## src/hdl/qtie_ram.sv

```systemverilog
// generic single-port synchronous ram with registered read
module qtie_ram #(
  parameter int Width = 8,
  parameter int Depth = 16
) (
  input  logic                     clk_i,
  input  logic                     we_i,
  input  logic [$clog2(Depth)-1:0] addr_i,
  input  logic [Width-1:0]         wdata_i,
  output logic [Width-1:0]         rdata_o
);
  logic [Width-1:0] mem [Depth];
  always_ff @(posedge clk_i) begin
    if (we_i) begin
      mem[addr_i] <= wdata_i;
    end
    rdata_o <= mem[addr_i];
  end
endmodule

```

## config.mk

```make
export PLATFORM = sky130hd
export DESIGN_NAME = qtie_ram
export DESIGN_NICKNAME = d
export VERILOG_FILES = /design/src/hdl/qtie_ram.sv
export SDC_FILE = /design/constraint.sdc
export NUM_CORES = 1
export LEC_CHECK = 0
export BUFFER_PORTS_ARGS = -buffer_cell sky130_fd_sc_hd__buf_2
export CAP_MARGIN = 10
export CELL_PAD_IN_SITES_DETAIL_PLACEMENT = 1
export CELL_PAD_IN_SITES_GLOBAL_PLACEMENT = 1
export CORE_MARGIN = 5
export CORE_UTILIZATION = 55
export DETAILED_ROUTE_END_ITERATION = 10
export PLACE_DENSITY_LB_ADDON = 0.1
export SLEW_MARGIN = 20
export SYNTH_ARGS = -nofsm -noshare
export SYNTH_HDL_FRONTEND = slang
export SYNTH_SLANG_ARGS = --single-unit
export TNS_END_PERCENT = 5
```

## constraint.sdc

```tcl
create_clock -name clk_i -period 3.9 [get_ports clk_i]
set_clock_uncertainty 0.2 [all_clocks]
set_input_delay 0.78 -clock clk_i [delete_from_list [all_inputs] [get_ports clk_i]]
set_output_delay 0.78 -clock clk_i [all_outputs]
set_load 0.02 [all_outputs]
```

==> results.ini, run 1 <==
[floorplanning]
start_util_pct=55.6
io_pins=22
fp-row-count=35
core_area_um2=9110
dieArea_um2=11200
fp.dieH_um=106
die_w_um=106

[timing]
min_period_over_period_pct=65.0
drv_slew=0
timing.final.crit_period_ps=2540
slew-limit-headroom_pct=31.9
fin_setup_tns_ps=0
max_freq_ghz=0.394
final.setup.worst_slack_ps=1360
tightest_slew_ps=1010
final_hold_viol_count=0
setup_violations=0
rsz0062_at_grt=false

[placement]
globalplace.congestion=0.746
pre_cts_slack_ps=875
io_buffers=21
dp_hpwl_mm=6.53
dpl_cell_area_um2=5390

[clock_network]
cts.sinks=136
cts_resized=0
h-tree-depth=4
clockBufferDepth=2
clk_pin_slew_ps=60
root_buffer=clkbuf_8
cts_setup_buffers=0
cts_hold_buf=0
insertion_delay_ps=520
numCtsBuffers=17
tritoncts=yes

[flow_run]
maxCapViolations=0

[drt]
via_per_inst=6.02
drt_first_iter_violations=191
drt_pre_antenna_iters=4
drtAntennaViolNets=0
wire_per_inst_um=26.9
vias=2414
drt_wl_total_mm=10.8
drc=0

[setup_path]
crit_path_start=addr_i[2]
start_kind=input port
reg2reg_depth=3
critPathCaptureType=flop
crit_fanout=8
criticalPathCategory=input port to flop
r2r-end=rdata_o[4]
r2r_slack_ps=2280
crit_arrival_ps=2560
r2r-start=mem[4][4]
cp.required_ps=3930

[hold_path]
holdPathStages=1
worstHoldStart=wdata_i[0]
min_path_type=input port to flop
hold_end=mem[7][0]

[status]
status=finished clean

[logic_synthesis]
synthCells=230
ys_types=18
syn_nets=244
synthTopCellsByArea=edfxtp_1, mux4_2, dfxtp_1
synth_top_area_share_pct=75.9
syn_area_um2=5070
yosysTopAreaCell=edfxtp_1
synth_warnings=0
ys_ff_latch=136
yosysSeqAreaShare_pct=79.0
avgSynthCellArea_um2=22.0

[finish]
diodes=0
synthToLayoutAreaGrowth_pct=19.4
fin_util_pct=66.4
num-fill-cells=730
final_nets=291
multi_input_area_um2=1000
drive_gt1_share_pct=35.2
fin_area_um2=6050
seq_area_um2=4000

[grt]
antenna_found_initial=0
grt_overflow=0
grt_max_degree=32
grt_pass1_vias=2728
grt_pass1_wl_mm=17.1
grtUsageTotal_pct=21.6

[power]
ir_drop_mv=0.368
p_leak_uw=0.00204
design_power_total_uw=3600
power.density_nw_per_um2=595

## how the worst max path moves through the flow
stage,to,depth (start not counted)
after floorplan,mem[0][0],2
after global placement,mem[5][3],4
after detailed placement,rdata_o[0],5
after CTS,mem[5][0],4
after global routing,mem[5][0],4
final,mem[0][6],4
## worst max-delay path: stages
cell and delay (ps):
buf_2 160, or3b_2 530, nor3_1 800, buf_4 290
## routing by layer
metal	wire length, um	track usage, %	vias to the layer above
li1	-	-	1056
met1	4660	29.9	1277
met2	5520	34.3	74
met3	524	4.19	7
met4	89	8.88	0
met5	0	0	-
## report_power, final
part           leakage, uW  internal [uW]  switching (uW)
Sequential         0.00122           1630            9.94
Clock             0.000327           1210             590
Combinational     0.000489           62.9             101
## logic make-up after synthesis
group                  after synthesis  share of synthesized area (%)
AOI/OAI and AO/OA                   16                           2.37
buffers and inverters               11                           1.19
DFF                                136                           79.0
muxes                               32                           14.2
and+or+nand+nor                     35                           3.21
## cells in the mapped netlist
master	instances
buf_6	2
nand3_1	1
buf_2	2
nor2_1	13
nand3b_1	2
mux4_2	32
and2_1	1
nor2b_1	2
clkbuf_1	2
nor3_1	4
dfxtp_1	8
nand2b_1	2
a22oi_1	16
edfxtp_1	128
or3b_2	1
buf_1	4
clkbuf_2	1
nand2_1	9
## area by class of cell
| class | count | area share (%) |
|---|---|---|
| well taps | 111 | 2.29 |
| clock buffers | 21 | 7.42 |
| multi-input cells | 83 | 16.6 |
| flip-flops and latches | 136 | 66.2 |
| repair buffers | 39 | 3.97 |
| clock inverters | 11 | 3.58 |
## state kept, by name, summed over array words and instances (netlist names)
signal	cells
mem	128
rdata_o	8
## cell usage in the layout, fill, tap and decap left out
cell | Yosys | final
dfxtp_1 | 8 | 8
buf_4 | 0 | 18
or3b_2 | 1 | 1
inv_6 | 0 | 2
and2_1 | 1 | 1
clkbuf_1 | 2 | 2
nand2_1 | 9 | 9
nor2_1 | 13 | 13
clkbuf_8 | 0 | 3
nand2b_1 | 2 | 2
nor3_1 | 4 | 4
buf_2 | 2 | 21
nor2b_1 | 2 | 2
bufinv_16 | 0 | 6
clkbuf_16 | 0 | 16
nand3_1 | 1 | 1
clkinv_2 | 0 | 2
edfxtp_1 | 128 | 128
a22oi_1 | 16 | 16
nand3b_1 | 2 | 2
clkinv_4 | 0 | 1
mux4_2 | 32 | 32
## stage by stage
stage / cells / hold WS [ps]
floorplan: 230 / 435
global placement: 369 / 455
detailed placement: 369 / 471
CTS: 401 / 440
global route: 401 / 449
finish: 401 / 458
Note: power is estimated with default switching activity, not from simulation.
==> run 2, diff against run 1 <==
--- a/config.mk
+++ b/config.mk
@@ -10,7 +10,7 @@
 export CELL_PAD_IN_SITES_DETAIL_PLACEMENT = 1
 export CELL_PAD_IN_SITES_GLOBAL_PLACEMENT = 1
 export CORE_MARGIN = 5
-export CORE_UTILIZATION = 55
+export CORE_UTILIZATION = 48
 export DETAILED_ROUTE_END_ITERATION = 10
 export PLACE_DENSITY_LB_ADDON = 0.1
 export SLEW_MARGIN = 20
==> constraint.sdc (replaced) <==
create_clock -name clk_i -period 2.3 [get_ports clk_i]
set_clock_uncertainty 0.2 [all_clocks]
set_input_delay 0.46 -clock clk_i [delete_from_list [all_inputs] [get_ports clk_i]]
set_output_delay 0.46 -clock clk_i [all_outputs]
set_load 0.02 [all_outputs]
==> results.ini, run 2 (synthesis gave the netlist of run 1 again) <==
[status]
status=finished clean

[hold_path]
worstHoldStart=wdata_i[1]
holdPathStages=1  ; unchanged
hold_end=mem[8][1]
min_path_type=input port to flop

[timing]
min_period_over_period_pct=75.2
setup_violations=0  ; unchanged
drv_slew=0  ; unchanged
timing.final.crit_period_ps=1730
final_hold_viol_count=0  ; unchanged
max_freq_ghz=0.578
slew-limit-headroom_pct=59.4  ; +27 points
fin_setup_tns_ps=0  ; unchanged
rsz0062_at_grt=false
tightest_slew_ps=607  ; -407 ps

[power]
p_int_uw=4630  ; +59%
sw_frac_of_total_pct=20.2  ; +0.70 points
power.density_nw_per_um2=948  ; +59%
clockPowerShare_pct=46.8  ; -3.0 points
pwr-share-seq_pct=48.2  ; +2.6 points
switchingPower_uw=1170  ; +67%
p_leak_uw=0.00206  ; +0.84%
pwr-share-comb_pct=5.0  ; +0.4 points
ir_drop_mv=0.458  ; +25%

[floorplanning]
io_pins=22  ; unchanged
core_area_um2=10300  ; +13%
fp-row-count=37  ; +5.7%
start_util_pct=49.1  ; -6.5 points
die_w_um=113  ; +6.4%
fp.dieH_um=113  ; +6.4%
dieArea_um2=12700  ; +13%

[finish]
regMostFlops=mem
fin_area_um2=6120  ; +1.1%
drive_gt1_share_pct=36.8  ; +1.7 points
diodes=0  ; unchanged
fin_util_pct=59.3  ; -7.2 points
num-fill-cells=881  ; +21%
top_regs=mem: 128 flops, rdata_o: 8 flops
final_nets=297  ; +2.1%
synthToLayoutAreaGrowth_pct=20.7
mostFrequentLayoutCells=edfxtp_1, mux4_2, buf_2
layout_commonest_cell=edfxtp_1
largest_reg_flops=128  ; unchanged

[clock_network]
tritoncts=yes
cts_setup_buffers=0  ; unchanged
h-tree-depth=4  ; unchanged
clk_pin_slew_ps=60  ; about the same
cts_hold_buf=0  ; unchanged
cts_resized=0  ; unchanged
clockBufferDepth=2  ; unchanged
numCtsBuffers=17  ; unchanged
insertion_delay_ps=520  ; about the same
root_buffer=clkbuf_8
cts.sinks=136  ; unchanged

[setup_path]
critPathCaptureType=output port
critPathTopFamily=flip-flops
reg2reg_depth=3  ; unchanged
r2r_slack_ps=710  ; -1570 ps
crit_fanout=1  ; -7
criticalPathCategory=flop to output port
crit_slowest_cell=dfxtp_1
r2r-start=mem[7][7]
crit_chain=buf_2
path_buf_inv=1  ; -1
r2r-end=rdata_o[7]
cp.required_ps=1640  ; -2290 ps
cpPeakStageDelay_ps=370  ; -430 ps
crit_arrival_ps=1070  ; -1490 ps
start_kind=flop

[drt]
drt_wl_total_mm=10.3  ; -4.4%
drt_first_iter_violations=154  ; -19%
drt_pre_antenna_iters=4  ; unchanged
vias=2407  ; -0.29%
drtAntennaViolNets=0  ; unchanged
via_per_inst=5.57  ; -7.4%
wire_per_inst_um=23.9  ; -11%
drc=0  ; unchanged

[grt]
grt_pass1_wl_mm=16.7  ; -2.8%
grt_overflow=0  ; unchanged
antenna_found_initial=0  ; unchanged
grtUsageTotal_pct=18.0  ; -3.6 points
grt_max_degree=23  ; -28%
grt_pass1_vias=2663  ; -2.4%

[placement]
globalplace.congestion=0.719  ; -3.7%
dp_hpwl_mm=7.02  ; +7.6%
dpl_cell_area_um2=5510  ; +2.3%
io_buffers=21  ; unchanged

[flow_run]
maxCapViolations=0  ; unchanged

run 2: changes by cell type in the layout (fill, tap and decap cells not counted), sizes merged:
cell / change
clkinv: +2
clkinvlp: +2
inv: -1
bufinv: -3
buf: +6
run 2: metrics by stage:
stage / cells / hold slack, ps / power, uW / setup WS, ps
finish: 432 / 140 / 5800 / 570
CTS: 432 / 111 / 5860 / 523
floorplan: 230 / 359 / 3000 / 147
detailed placement: 400 / 483 / 3140 / 217
global placement: 400 / 464 / 3130 / 197
global route: 432 / 137 / 6010 / 518
run 2: metal layers:
layer | up-vias | track usage, % | wire [um]
met5 | - | 0 | 0
li1 | 1070 | - | -
met1 | 1259 | 24.8 | 4480
met2 | 66 | 28.2 | 5230
met4 | 0 | 7.77 | 169
met3 | 12 | 3.69 | 448
run 2: layout make-up:
type | count | area (um2) | area share, %
multi-input cells | 83 | 1000 | 16.4
flip-flops and latches | 136 | 4000 | 65.4
well taps | 136 | 170 | 2.78
clock buffers | 21 | 459 | 7.51
clock inverters | 11 | 146 | 2.39
repair buffers | 45 | 335 | 5.48
run 2: worst max path at each step:
stage               start    endpoint  slack (ps)  cells past startpoint
3_3_place_gp    addr_i[0]  rdata_o[7]         200                      5
5_1_grt        rdata_o[2]  rdata_o[2]         520                      1
3_5_place_dp    addr_i[0]  rdata_o[7]         220                      5
2_1_floorplan   addr_i[2]   mem[0][0]         150                      2
6_report       rdata_o[2]  rdata_o[2]         570                      1
4_1_cts        rdata_o[2]  rdata_o[2]         520                      1
run 2: power groups by stage:
| stage | Clock [uW] | Sequential, uW | Combinational [uW] |
|---|---|---|---|
| global route | 2900 | 2800 | 316 |
| floorplan | 0 | 2860 | 143 |
| global placement | 0 | 2840 | 286 |
| CTS | 2770 | 2790 | 296 |
| detailed placement | 0 | 2840 | 292 |
| finish | 2720 | 2790 | 290 |
run 2: worst register-to-register path: stages (launching register included):
cell and delay [ps]:
edfxtp_1 370, mux4_2 510, a22oi_1 270, nand2_1 120
==> run 3, diff against run 2 <==
--- a/config.mk
+++ b/config.mk
@@ -5,6 +5,7 @@
 export SDC_FILE = /design/constraint.sdc
 export NUM_CORES = 1
 export LEC_CHECK = 0
+export ABC_AREA = 1
 export BUFFER_PORTS_ARGS = -buffer_cell sky130_fd_sc_hd__buf_2
 export CAP_MARGIN = 10
 export CELL_PAD_IN_SITES_DETAIL_PLACEMENT = 1
==> constraint.sdc (replaced) <==
create_clock -name clk_i -period 1.75 [get_ports clk_i]
set_clock_uncertainty 0.2 [all_clocks]
set_input_delay 0.35 -clock clk_i [delete_from_list [all_inputs] [get_ports clk_i]]
set_output_delay 0.35 -clock clk_i [all_outputs]
set_load 0.02 [all_outputs]
==> results.ini, run 3 <==
[finish]
top_regs=mem: 128 flops, rdata_o: 8 flops
mostFrequentLayoutCells=nand2_1, edfxtp_1, inv_1, buf_2, buf_4
final_nets=611  ; +110%
layout_commonest_cell=nand2_1
num-fill-cells=1253  ; +42%
fin_util_pct=59.2  ; about the same
synthToLayoutAreaGrowth_pct=20.9
drive_gt1_share_pct=14.4  ; -22 points
regMostFlops=mem
diodes=0  ; unchanged
fin_area_um2=6760  ; +11%
largest_reg_flops=128  ; unchanged

[floorplanning]
fp-row-count=39  ; +5.4%
dieArea_um2=13900  ; +9.4%
core_area_um2=11400  ; +11%
die_w_um=118  ; +4.6%
fp.dieH_um=118  ; +4.6%
io_pins=22  ; unchanged
start_util_pct=49.0  ; -0.10 points

[setup_path]
crit_slowest_cell=dfxtp_1
critPathCaptureType=output port
critPathTopFamily=flip-flops
crit_fanout=1  ; unchanged
criticalPathCategory=flop to output port
crit_arrival_ps=950  ; -120 ps
cpPeakStageDelay_ps=350  ; -20 ps
start_kind=flop
crit_chain=buf_2
path_buf_inv=1  ; unchanged
cp.required_ps=1200  ; -440 ps

[clock_network]
tritoncts=yes
clockBufferDepth=2  ; unchanged
cts.sinks=136  ; unchanged
cts_resized=0  ; unchanged
numCtsBuffers=17  ; unchanged
cts_setup_buffers=0  ; unchanged
h-tree-depth=4  ; unchanged
cts_hold_buf=0  ; unchanged
root_buffer=clkbuf_16
insertion_delay_ps=420  ; -100 ps
clk_pin_slew_ps=60  ; about the same

[timing]
drv_slew=0  ; unchanged
setup_violations=0  ; unchanged
tightest_slew_ps=409  ; -198 ps
slew-limit-headroom_pct=72.7  ; +13 points
final_hold_viol_count=0  ; unchanged
rsz0062_at_grt=false
hold_ws_ps=157  ; +16.8 ps
final.setup.worst_slack_ps=252  ; -318 ps
max_freq_ghz=0.667
timing.final.crit_period_ps=1500
min_period_over_period_pct=85.6

[power]
p_leak_uw=0.00292  ; +42%
sw_frac_of_total_pct=21.5  ; +1.4 points
switchingPower_uw=1720  ; +48%
design_power_total_uw=8020  ; +38%
ir_drop_mv=1.05  ; +130%
p_int_uw=6290  ; +36%
pwr-share-seq_pct=45.7  ; -2.5 points
power.density_nw_per_um2=1190  ; +25%
pwr-share-comb_pct=6.4  ; +1.4 points
clockPowerShare_pct=47.8  ; +1.0 points

[logic_synthesis]
synthCells=548  ; +140%
synthArstFlopShare_pct=0  ; unchanged
synthTopCellsByArea=edfxtp_1, nand2_1, dfxtp_1
yosysTopAreaCell=edfxtp_1
ys_ff_latch=136  ; unchanged
syn_nets=562  ; +130%
yosysMostFrequentCell=nand2_1
synth_warnings=0  ; unchanged
avgSynthCellArea_um2=10.2  ; -54%
ys_types=11  ; -7
synth_top_area_share_pct=68.7  ; -7.1 points
synth_common_cells=nand2_1, edfxtp_1, inv_1
dominantRegCellSynth=edfxtp_1
synth_edf_count=128  ; unchanged
syn_area_um2=5590  ; +10%
yosysSeqAreaShare_pct=71.6  ; -7.4 points

[drt]
drc=0  ; unchanged
drtAntennaViolNets=0  ; unchanged
vias=3889  ; +62%
via_per_inst=5.16  ; -7.3%
drt_pre_antenna_iters=4  ; unchanged
drt_first_iter_violations=260  ; +69%
drt_wl_total_mm=14.8  ; +44%
wire_per_inst_um=19.7  ; -18%

[grt]
grt_overflow=0  ; unchanged
grt_pass1_vias=4262  ; +60%
grt_max_degree=40  ; +74%
antenna_found_initial=0  ; unchanged
grt_pass1_wl_mm=22.9  ; +37%
grtUsageTotal_pct=22.2  ; +4.2 points

[placement]
pre_cts_slack_ps=-36.2  ; -253 ps
io_buffers=21  ; unchanged
dpl_cell_area_um2=6130  ; +11%
globalplace.congestion=0.806  ; +12%
dp_hpwl_mm=9.52  ; +36%

[hold_path]
min_path_type=input port to flop

[status]
status=finished clean

[flow_run]
maxCapViolations=0  ; unchanged

## run 3: stage by stage
step | TNS [ps] | cells
after global placement | -269 | 721
after CTS | 0 | 753
after floorplan | -13130 | 548
after global routing | 0 | 753
final | 0 | 753
after detailed placement | -611 | 721
## run 3: final cells by class
cell class	count	area (um2)	area share, %
tap	143	179	2.65
multi-input combinational	368	1410	20.8
clock inverter	15	208	3.07
sequential	136	4000	59.2
timing repair buffer	51	455	6.73
clock buffer	17	425	6.29
inverter	23	86.3	1.28
## run 3: metal layers
| layer | part of all wire (%) | vias up | routed length [um] | track usage [%] |
|---|---|---|---|---|
| met4 | 1.6 | 0 | 242 | 7.17 |
| met1 | 41 | 1922 | 6080 | 27.2 |
| li1 | - | 1852 | - | - |
| met5 | 0 | - | 0 | 0 |
| met2 | 52 | 92 | 7670 | 38.8 |
| met3 | 5.6 | 23 | 837 | 5.33 |
## run 3: path summary, 6_finish.rpt
check	startpoint	cells after the start	end	slack, ps
setup / recovery	rdata_o[1]	1	rdata_o[1]	250
hold / removal	wdata_i[0]	1	mem[12][0]	160
setup reg to reg	mem[12][2]	8	rdata_o[2]	510
hold reg to reg	mem[9][4]	8	rdata_o[4]	510
## run 3: power groups by stage
stage / Clock, uW / Combinational, uW / Sequential (uW)
after floorplan: 0 / 255 / 3750
after global placement: 0 / 499 / 3730
after global routing: 4040 / 573 / 3670
final: 3830 / 517 / 3670
after detailed placement: 0 / 516 / 3730
after CTS: 3890 / 525 / 3670
## run 3: cell families after synthesis
group | after synthesis | synth area share (%)
buffers and inverters | 44 | 3.62
flip-flops | 136 | 71.6
AND/OR/NAND/NOR | 368 | 24.8
